<file path="src/hw/rtl/chds_pkg.sv">
`timescale 1ns / 1ps
package chds_pkg;

  // Default output fraction width.
  localparam int FracBitsDefault = 16;

  // Internal angle and series precision.
  localparam int QBits = 30;

  // Width of the unsigned sample fields.
  localparam int UBits = 16;

  // Width of a sample magnitude, which runs up to 2^16.
  localparam int MagBits = 17;

  // Width of a Q30 value that may reach one.
  localparam int Q30Bits = 31;

  // Pi over four in Q30.
  localparam logic [Q30Bits-1:0] Pi4Q30 = 31'd843314857;

  // Divider cells after the top ratio bit: one quotient bit per cycle.
  localparam int DivSteps = 30;

  // Taylor series divisors, sine first, then cosine.
  localparam int SinTerms = 5;
  localparam int CosTerms = 6;

  // Sine divisor for a given series step.
  function automatic logic [7:0] sin_div(input int idx);
    logic [7:0] d;
    begin
      case (idx)
        0: d = 8'd110;
        1: d = 8'd72;
        2: d = 8'd42;
        3: d = 8'd20;
        default: d = 8'd6;
      endcase
      return d;
    end
  endfunction

  // Cosine divisor for a given series step.
  function automatic logic [7:0] cos_div(input int idx);
    logic [7:0] d;
    begin
      case (idx)
        0: d = 8'd132;
        1: d = 8'd90;
        2: d = 8'd56;
        3: d = 8'd30;
        4: d = 8'd12;
        default: d = 8'd2;
      endcase
      return d;
    end
  endfunction

  // Values carried from one cell of the chain to the next.
  typedef struct packed {
    logic                  vld;
    logic                  ctr;
    logic                  first;
    logic                  neg_a;
    logic                  neg_b;
    logic [MagBits-1:0]    m;
    logic [MagBits-1:0]    n;
    logic [Q30Bits-1:0]    quo;
    logic [Q30Bits+17:0]   rem;
  } chds_div_t;

endpackage

</file>
<file path="src/hw/rtl/chds_series_cell.sv">
`timescale 1ns / 1ps
// One Horner step of a Taylor series: t <= 1 - ((x2 * t) >> 30) / DIV.
// The product is registered before the constant division, which is done
// as a multiplication by a rounded-up reciprocal, exact for 31-bit products.
module chds_series_cell #(
  parameter int DIV = 2
) (
  input  logic                              clk,
  input  logic [chds_pkg::Q30Bits-1:0]      x2,
  input  logic [chds_pkg::Q30Bits-1:0]      t_in,
  output logic [chds_pkg::Q30Bits-1:0]      t_out
);

  localparam int QW = chds_pkg::Q30Bits;
  localparam logic [QW-1:0] One = QW'(64'd1 << chds_pkg::QBits);
  localparam int DivShift = QW + $clog2(DIV);
  localparam longint unsigned RecipVal = ((64'd1 << DivShift) / DIV) + 64'd1;
  localparam logic [QW:0] Recip = (QW+1)'(RecipVal);

  logic [2*QW-1:0] full;
  logic [QW-1:0]   prod;
  logic [63:0]     qfull;
  logic [QW-1:0]   quo;

  // First stage: product truncated to Q30.
  always_comb begin
    full = x2 * t_in;
  end

  // Second stage: quotient by reciprocal multiplication.
  always_comb begin
    qfull = {{(64-QW){1'b0}}, prod} * {{(63-QW){1'b0}}, Recip};
    quo   = QW'(qfull >> DivShift);
  end

  always_ff @(posedge clk) begin
    prod  <= full[chds_pkg::QBits +: QW];
    t_out <= One - quo;
  end

endmodule

</file>
<file path="config.mk">
export PLATFORM = sky130hd
export DESIGN_NAME = chds_series_cell
export DESIGN_NICKNAME = d
export VERILOG_FILES = /design/src/hw/rtl/chds_pkg.sv /design/src/hw/rtl/chds_series_cell.sv
export SDC_FILE = /design/constraint.sdc
export NUM_CORES = 2
export LEC_CHECK = 0
export ABC_CLOCK_PERIOD_IN_PS = 10200
export CORE_MARGIN = 2
export CORE_UTILIZATION = 40
export DETAILED_ROUTE_END_ITERATION = 16
export DONT_BUFFER_PORTS = 1
export PLACE_DENSITY_LB_ADDON = 0.1
export SYNTH_ARGS = -nofsm -noshare
export SYNTH_HDL_FRONTEND = slang
export SYNTH_SLANG_ARGS = --single-unit
</file>
<file path="constraint.sdc">
create_clock -name clk -period 10.2 [get_ports clk]
set_input_delay 0 -clock clk [delete_from_list [all_inputs] [get_ports clk]]
set_output_delay 0 -clock clk [all_outputs]
set_load 0.02 [all_outputs]
</file>
* After elaboration in Yosys (flattened, before gate mapping) *
Cells that the tools add are included.

word-level totals
  input bits = 63
  output and inout bits = 31
  bits in registers = 62

cells by class
  add/subtract/negate cells = 1
  multiply operators = 2

operator list
  operator                                                                count
  31-bit by 32-bit multiplier with 63-bit output (second input constant)  1
  31-bit by 31-bit multiplier with 61-bit output                          1
  31-bit subtractor (first input constant)                                1

* Logic depth before layout (Yosys ltp) *
  word-level depth = 2
  gate-level depth with buffers = 28
  mapped depth without buffers = 27

* Worst setup path before layout *
No wires, ideal clock.

  path kind = input-to-reg
  start = in t_in[4] (netlist name)
  end = reg prod[18]
  setup slack = 3.683 ns
  stages on the path = 26
  buffers on the path = 1
  arrival time = 6.394 ns
  required time = 10.077 ns
  path through = clkbuf_1 -> and2_1 -> fa_1 -> fa_1 -> fa_1 -> inv_1 -> fa_1 -> inv_1 -> fa_1 -> inv_1 -> fa_1 -> inv_1 -> fa_1 -> inv_1 -> fa_1 -> inv_1 -> ha_1 -> a311oi_1 -> o21ai_0 -> a41oi_1 -> o31ai_1 -> o21bai_1 -> o21a_1 -> o31ai_2 -> o21ai_1 -> xor2_1

between the ends
  cells in the longest elaborated chain, start to end = 1

RTL lines
  what                                            RTL line                RTL
  from (decl)                                     chds_series_cell.sv:10  input logic [chds_pkg::Q30Bits-1:0] t_in,
  31-bit by 31-bit multiplier with 61-bit output  chds_series_cell.sv:27  full = x2 * t_in;
  named net full[48]                              chds_series_cell.sv:20  logic [2*QW-1:0] full;
  to (signal assigned)                            chds_series_cell.sv:37  prod <= full[chds_pkg::QBits +: QW];
  to (decl)                                       chds_series_cell.sv:21  logic [QW-1:0] prod;

The timed path passes the listed nets, and every way through them passes these cells.

* Worst setup path after layout *
  start = in t_in[16] (netlist name)
  end = reg prod[30]

Same word-level chain as after synthesis.

==> impl_results.md <==
* Dominant synthesized flop cell: dfxtp_1
* Antenna Nets Post-Route at 0
* Clock transition at path regs at 0.06 ns
* Starting DRT DRC Count at 1256
* Fmax at 146 MHz
* Status: finished, final reports clean
* First-pass GRT wire length at 153 mm
* Drt total wl at 97.5 mm
* DR WL/cell at 22.3 microns
* Top-area cell type share of the netlist area at 0.519
* DRT Pass-1 Iters at 5
* CTS resizes at 0
* Slew margin rel. at 0.486
* EDFF count, synth at 0
* Layout cell share with drive strength beyond 1 at 0.0130
* Initial Utilization at 0.402
* Largest cells by area after synthesis: fa_1 (52%), and2_1 (9.9%), ha_1 (9.6%)
* Final Hold Viols at 0
* IO Count at 94
* RSZ-0062 raised after global routing: false
* IO buf count at 0
* Synthesized Nets at 4640
* Post-CTS setup buffers at 0
* Post-layout min period at 6.86 ns
* Period Utilization, post-route at 0.673
* Worst Hold Class: input port to flip-flop
* Sequential area share after synthesis at 0.0379
* Worst hold margin at 0.215 ns
* Antenna violations before repair at 1
* Clock sink count at 61
* Die height at 288 microns
* Arr. time, crit path at 7.10 ns
* Hold buffers post-CTS at 0
* YS warnings at 0
* DR vias/cell at 5.12
* Register bit total from synthesis at 61
* Req. time, crit path at 10.44 ns
* # nets final at 4456
* Syn_area_per_cell at 9.22 sq um
* Core ar. at 80200 sq um
* Maximum clock insertion buffer count at 2
* Crit-path max FO at 31
* Root buffer cell: clkbuf_16
* Clock skew at 0.00977 ns
* Rows at 104
* Max-slew violations at 0
* Area grow syn2layout at 2.85%
* Crit path launch type: input port
* Synth cell types at 64
* Die footprint at 82900 sq um
* Total Neg Setup Slack at 0 ns
* Worst Tran Pin Value at 0.765 ns
* Horiz. Die Dim at 288 microns
* Final setup viols at 0
* Clock latency on the worst-skew pair at 0.33 ns
* Grt ovf at 0
* Post-Synthesis Cells at 3495
* Drt drc at 0
* Async S/R FF share, synth at 0
* GPL Wtd Cong at 0.859
* Hpwl dp at 73.1 mm
* Setup crit end kind: flip-flop
* Vias in the first global route at 25500
* Vias post-DR at 22400
* Syn Std Cell Area at 32200 sq um
* Htree depth at 3
* Synth area leader: fa_1
* Total track usage at 0.247
* Cts bufs inserted at 9
* Maximum capacitance violations at 0
* Largest net degree at the start of global routing at 32
* Kind of critical path: input port to flip-flop
* CTS tree: done
[Yosys cell counts (26+ instances only)]
master    instances
and2_1          510
clkbuf_1        194
o21ai_0          31
dfxtp_1          61
ha_1            247
fa_1            835
a21o_1           26
xnor2_1          50
a21oi_1          60
nor2_1           32
nand2_1         487
inv_1           799
[per-layer routing]
| metal | vias to the layer above | routed length [microns] | track usage |
|---|---|---|---|
| li1 | 9742 | - | - |
| met1 | 11900 | 38500 | 0.306 |
| met2 | 580 | 51200 | 0.447 |
| met3 | 156 | 3860 | 0.0247 |
| met4 | 0 | 3940 | 0.0842 |
| met5 | - | 0 | 0 |
[stage by stage]
stage          area (sq um)  utilization  instances  worst slack, ns
2_1_floorplan         32200            -       3495             3.68
3_3_place_gp          32800        0.410       4360             2.98
3_5_place_dp          32800        0.410       4360             2.97
4_1_cts               33100        0.414       4376             3.27
5_1_grt               33100        0.414       4376             2.93
6_report              33200        0.414       4380             3.34
[layout by cell type, fill, tap and decap left out, types with 11 or more instances in the layout]
master	count
a21o_1	26
a21oi_1	60
and2_1	510
dfxtp_1	61
fa_1	835
ha_1	247
inv_1	799
nand2_1	487
nand3_1	14
nor2_1	32
nor3_1	11
o21ai_0	31
xnor2_1	50
xor2_1	14
[sequential cells by signal, indices dropped and copies added, names as in the netlist]
signal	count
prod	30
t_out	31
[worst max-delay path, cell delays in order]
cell	delay, ns
and2_1	0.16
fa_1	0.56
inv_1	0.06
fa_1	0.54
inv_1	0.05
fa_1	0.50
inv_1	0.06
fa_1	0.53
inv_1	0.06
fa_1	0.50
fa_1	0.47
fa_1	0.48
fa_1	0.52
ha_1	0.38
nand2_1	0.12
o31ai_1	0.26
and3_1	0.21
o2111ai_1	0.17
a31oi_1	0.55
o21ai_2	0.19
o21ai_2	0.30
nand2_1	0.11
a311oi_1	0.28
[final timing paths]
kind	from	end	slack, ns	depth (start not counted)
worst max register to register	prod[5]	t_out[30]	7.73	7
worst max-delay path	t_in[16]	prod[30]	3.34	23
worst min register to register	prod[1]	t_out[0]	0.42	0
worst min-delay path	x2[30]	prod[30]	0.22	4
[cell families after synthesis]
family / count (synthesis) / synth area share
compound gates: 184 / 0.0369
xor+xnor: 64 / 0.0174
fa+ha+maj: 1082 / 0.614
buf+inv: 994 / 0.116
flops: 61 / 0.0379
simple gates: 1110 / 0.178
[final cells by class]
cell class,instances,area [sq um]
diodes,4,10.0
clock buffers,10,229
clock inverters,6,86.3
fillers,8106,47000
inverters,799,3000
multi-input cells,2440,27300
flip-flops and latches,61,1220
well taps,1060,1330
Power is not shown: default switching activity piles up to over one toggle a cycle in this logic, so the estimate is an artifact.
