--- src/hw/rtl/chds_pkg.sv ---
`timescale 1ns / 1ps
package chds_pkg;

  // Default output fraction width.
  localparam int FracBitsDefault = 16;

  // Internal angle and series precision.
  localparam int QBits = 30;

  // Width of the unsigned sample fields.
  localparam int UBits = 16;

  // Width of a sample magnitude, which runs up to 2^16.
  localparam int MagBits = 17;

  // Width of a Q30 value that may reach one.
  localparam int Q30Bits = 31;

  // Pi over four in Q30.
  localparam logic [Q30Bits-1:0] Pi4Q30 = 31'd843314857;

  // Divider cells after the top ratio bit: one quotient bit per cycle.
  localparam int DivSteps = 30;

  // Taylor series divisors, sine first, then cosine.
  localparam int SinTerms = 5;
  localparam int CosTerms = 6;

  // Sine divisor for a given series step.
  function automatic logic [7:0] sin_div(input int idx);
    logic [7:0] d;
    begin
      case (idx)
        0: d = 8'd110;
        1: d = 8'd72;
        2: d = 8'd42;
        3: d = 8'd20;
        default: d = 8'd6;
      endcase
      return d;
    end
  endfunction

  // Cosine divisor for a given series step.
  function automatic logic [7:0] cos_div(input int idx);
    logic [7:0] d;
    begin
      case (idx)
        0: d = 8'd132;
        1: d = 8'd90;
        2: d = 8'd56;
        3: d = 8'd30;
        4: d = 8'd12;
        default: d = 8'd2;
      endcase
      return d;
    end
  endfunction

  // Values carried from one cell of the chain to the next.
  typedef struct packed {
    logic                  vld;
    logic                  ctr;
    logic                  first;
    logic                  neg_a;
    logic                  neg_b;
    logic [MagBits-1:0]    m;
    logic [MagBits-1:0]    n;
    logic [Q30Bits-1:0]    quo;
    logic [Q30Bits+17:0]   rem;
  } chds_div_t;

endpackage

--- src/hw/rtl/chds_div_cell.sv ---
`timescale 1ns / 1ps
// One restoring division step: a single quotient bit of n * 2^30 / m.
module chds_div_cell (
  input  logic                 clk,
  input  logic                 rst,
  input  chds_pkg::chds_div_t  din,
  output chds_pkg::chds_div_t  dout
);

  localparam int RW = chds_pkg::Q30Bits + 18;

  logic [RW-1:0] shifted;
  logic [RW-1:0] mext;
  logic          take;

  // Shift the partial remainder and try subtracting the divisor.
  always_comb begin
    shifted = {din.rem[RW-2:0], 1'b0};
    mext    = {{(RW-chds_pkg::MagBits){1'b0}}, din.m};
    take    = shifted >= mext;
  end

  always_ff @(posedge clk) begin
    if (rst) begin
      dout.vld <= 1'b0;
    end else begin
      dout.vld <= din.vld;
    end
    dout.ctr   <= din.ctr;
    dout.first <= din.first;
    dout.neg_a <= din.neg_a;
    dout.neg_b <= din.neg_b;
    dout.m     <= din.m;
    dout.n     <= din.n;
    dout.quo   <= {din.quo[chds_pkg::Q30Bits-2:0], take};
    dout.rem   <= take ? (shifted - mext) : shifted;
  end

endmodule

--- config.mk ---
export PLATFORM = sky130hd
export DESIGN_NAME = chds_div_cell
export DESIGN_NICKNAME = d
export VERILOG_FILES = /design/src/hw/rtl/chds_pkg.sv /design/src/hw/rtl/chds_div_cell.sv
export SDC_FILE = /design/constraint.sdc
export NUM_CORES = 1
export LEC_CHECK = 0
export BUFFER_PORTS_ARGS = -buffer_cell sky130_fd_sc_hd__buf_2
export CAP_MARGIN = 20
export CELL_PAD_IN_SITES_DETAIL_PLACEMENT = 2
export CELL_PAD_IN_SITES_GLOBAL_PLACEMENT = 2
export CORE_MARGIN = 2
export CORE_UTILIZATION = 27
export CTS_CLUSTER_DIAMETER = 40
export CTS_CLUSTER_SIZE = 8
export DETAILED_ROUTE_END_ITERATION = 8
export PLACE_DENSITY = 0.85
export SLEW_MARGIN = 25
export SYNTH_ARGS = -nofsm -noshare
export SYNTH_HDL_FRONTEND = slang
export SYNTH_SLANG_ARGS = --single-unit
--- constraint.sdc ---
create_clock -name clk -period 6.8 [get_ports clk]
set_input_delay 2.04 -clock clk [delete_from_list [all_inputs] [get_ports clk]]
set_output_delay 2.04 -clock clk [all_outputs]
set_load 0.05 [all_outputs]
; ---- After elaboration in Yosys (flattened, before gate mapping)
; Cells that the tools add are included.
[op_classes]
addsub = 1
n_lt_le_gt_ge = 1
n_mux = 1
[op_table]
columns = op, count
row1 = 49-bit by 17-bit greater-or-equal comparator with 1-bit output, 1
row2 = 49-bit 2-to-1 mux, 1
row3 = 49-bit by 17-bit subtractor with 49-bit output, 1
[totals]
regBits = 119
input_bits = 121
output_inout_bits = 119
wordCells = 13

; ---- Depth between registers and ports, before layout
[depth]
ltp_word = 2
depth_mapped = 12
mapped_depth_nobuf = 11

; ---- Least setup slack after synthesis
; OpenSTA, ideal clock, no wires.
[synth_path]
path_type = input port to flip-flop
startpoint = in din[99] in the netlist's numbering
endpoint = reg dout[43] in the netlist's numbering
setup_ns = 0.118
arrival_time_ns = 4.157
required_ns = 6.682
slack_ns = 2.524
cell_stages = 10
n_path_buf = 0
path_cell_list = inv_1 > ha_1 > a21oi_1 > o21ai_0 > a21o_1 > a211oi_1 > nor3_1 > nor4b_4 > nand4b_1 > xnor2_1
[synth_between]
elab_chain_cells = 2
word_cells_on_any_way = 3
cone_classes = 1 x add/sub / 1 x order compare / 1 x mux
[synth_rtl]
columns = element, line
row1 = start: declaration, chds_div_cell.sv:6  ; input chds_pkg::chds_div_t din,
row2 = 49-bit by 17-bit subtractor with 49-bit output / 49-bit by 17-bit greater-or-equal comparator with 1-bit output (equally long branches), "chds_div_cell.sv:36, chds_div_cell.sv:20"
row3 = 49-bit 2-to-1 mux *, chds_div_cell.sv:36  ; dout.rem <= take ? (shifted - mext) : shifted;
row4 = end: declaration, chds_div_cell.sv:7  ; output chds_pkg::chds_div_t dout
; Every way passes the cells marked *; elsewhere a longest branch is shown, timed or not.
; A chain may end at the register's enable or synchronous reset.

; ---- Worst setup path after layout
; Same ends and word-level chain as after synthesis.

==> flow_summary_export.csv <==
group,metric,value,unit
outcome,status,"finished, final reports clean",
final_layout,largest_register_ffs,119,
routing,firstDrtPassIters,4,
clock_tree,postCtsSetupBuffers,0,
sta,worst_slew_pin_slew,1.088,ns
sta,slew_headroom,26.80,%
final_layout,layout.area.seq,2382,µm²
floorplan,initial_core_util,27.70,%
clock_tree,root_buffer,"clkbuf_16",
floorplan,dieArea,16610,µm²
global_route,antenna_found_initial,0,
sta,fmax,191.3,MHz
setup_path,cp_cell_sequence,"buf_2, inv_1, ha_1, nand2_1, o21ai_0, a21o_1, a221oi_1, o21bai_4, nor4b_4, nand4b_1, xnor2_1",
clock_tree,clk_pin_slew,0.06,ns
setup_path,required,7.09,ns
final_layout,fin_nets,780,
power_and_ir_drop,powerDensity,341.9,nW/µm²
yosys,synthTopCellsByArea,"dfxtp_1, xnor2_1, ha_1",
clock_tree,holdBufCountCts,0,
global_route,gr-usage-all-layers,19.69,%
sta,min_period,5.226,ns
global_route,grt_pass1_wl,24490,µm
yosys,syn_area,4212,µm²
power_and_ir_drop,irDropWorstVdd,165.3,µV
clock_tree,clk_path_buf_depth,2,
global_route,first_global_vias,4451,
setup_path,cp-start-kind,"input pin",
setup_path,endpoint_kind,"flip-flop",
setup_path,arrival,5.51,ns
yosys,netlist_instances,393,
setup_path,slowest_delay,0.81,ns
sta,hold_viol,0,
floorplan,ios,240,
routing,wl_per_cell,19.27,µm
sta,finalMaxSlewViolations,0,
routing,vias,3854,
routing,routed_wl,16230,µm
yosys,yosysTopAreaCell,"dfxtp_1",
final_layout,top_register,"dout",
flow_run,cap_viol_max_count,0,
floorplan,die_w,128.9,µm
floorplan,coreArea,15200,µm²
clock_tree,cts_buffers,17,
floorplan,chipHeight,128.9,µm
yosys,ys_seq_area_share,56.57,%
sta,timing.hold.ws,1.733,ns
clock_tree,cts_sinks,119,
yosys,synth_top_area_share,56.57,%
clock_tree,cts_tree,"done",
yosys,synth.distinct_cells,45,
yosys,syn_avg_cell_area,10.72,µm²
clock_tree,cts-resized-gates,0,
final_layout,final_common_cell,"buf_2",
setup_path,critPathSlowestCell,"o21bai_4",
final_layout,reg.largest.list,"dout (119)",
placed_design,numPortBuffers,237,
routing,drc_errors,0,
yosys,ys_warn_count,0,
sta,rsz0062_at_grt,"false",
setup_path,path_max_fanout,35,
routing,final_antenna_net_count,0,
hold_path,hold_class,"in -> reg",
power_and_ir_drop,power_leakage,3.004,nW
final_layout,nFillCells,1655,
placed_design,gp_congestion,0.7378,
global_route,grt_max_degree,36,
global_route,overflow,0,
floorplan,row_count,45,
routing,vias_per_cell,4.577,
final_layout,drive_above_1_share,43.12,%
final_layout,final_cell_mix,"buf_2, dfxtp_1, nor2_1",
setup_path,crit_type,"in -> reg",
sta,totalNegativeSetupSlack,0,ns
yosys,synth_flop_cell,"dfxtp_1",
placed_design,dp_hpwl,12460,µm
yosys,ys_async_sr_fraction,0,%
final_layout,multi_input_area,1704,µm²
yosys,ys_seq_elements,119,
yosys,synth-edff-count,0,
clock_tree,htree_levels,4,
final_layout,area_growth,47.18,%
final_layout,num_antenna_cells,0,
sta,timing.final.crit_share,76.86,%
routing,dr.first_iter.drc_count,103,
yosys,synth_nets,532,
sta,setup_viol,0,
-- path summary, 6_finish.rpt --
kind | from | endpoint | slack [ns] | cells after the start
min | din[51] | dout[52] | 1.73 | 1
max | din[99] | dout[43] | 1.57 | 11
-- final cells by class --
type | instances | share of cell area, %
Clock buffer | 19 | 6.984
Multi-Input combinational cell | 244 | 27.49
Clock inverter | 13 | 2.765
Inverter | 21 | 1.272
Sequential cell | 119 | 38.43
Timing Repair Buffer | 238 | 19.26
Tap cell | 188 | 3.795
-- power breakdown --
group / switching, W / leakage (nW) / total [W] / internal (W)
Clock: 0.000338 / 0.289 / 0.000919 / 0.000581
Combinational: 0.000315 / 1.71 / 0.000432 / 0.000117
Sequential: 0.0000155 / 1.00 / 0.000768 / 0.000753
Total: 0.000668 / 3.00 / 0.00212 / 0.00145
-- through the flow --
| stage | std cells | util [%] | power (W) | instance area (µm²) | worst slack, ns |
|---|---|---|---|---|---|
| 6_report | 842 | 40.77 | 0.002119 | 6198 | 1.574 |
| 3_5_place_dp | 810 | 36.80 | 0.001215 | 5594 | 1.143 |
| 3_3_place_gp | 810 | 36.80 | 0.001197 | 5594 | 1.334 |
| 4_1_cts | 842 | 40.77 | 0.002150 | 6198 | 1.510 |
| 2_1_floorplan | 393 | - | 0.001075 | 4212 | 2.524 |
| 5_1_grt | 842 | 40.77 | 0.002212 | 6198 | 1.332 |
-- worst max-delay path: cells and delay by family --
kind	cells	cell delay [ns]
AOI/OAI and AO/OA	4	1.74
xor gates and xnor gates	1	0.21
adders and majority gates	1	0.36
buffers and inverters	2	0.13
and+or+nand+nor	3	1.04
-- kinds of logic (layout without fill, tap and decap cells) --
group / count (synthesis) / after routing / synth area share (%)
multiplexers: 6 / 6 / 1.604
flip-flops: 119 / 119 / 56.57
adder cells (fa/ha/maj): 18 / 18 / 5.526
AND/OR/NAND/NOR: 107 / 107 / 13.96
AO/OA/AOI/OAI: 71 / 71 / 10.64
buffers and inverters: 30 / 291 / 2.971
XOR/XNOR: 42 / 42 / 8.734
-- cell usage after synthesis (all sizes together) (7+ instances only) --
cell   number
inv        21
xor2       16
o21ai      13
nor3        8
a21o       12
nand3       9
a21oi      26
xnor2      26
nor4        7
dfxtp     119
ha         17
or3         8
nand2      22
nor2       29
-- metal layers --
metal | track usage, % | vias up | part of all wire, %
li1 | - | 1847 | -
met3 | 6.570 | 11 | 6.5
met2 | 39.59 | 149 | 56
met1 | 18.67 | 1847 | 36
met5 | 0 | - | 0
met4 | 5.818 | 0 | 1.3
Power figures use the tool's default switching activity.
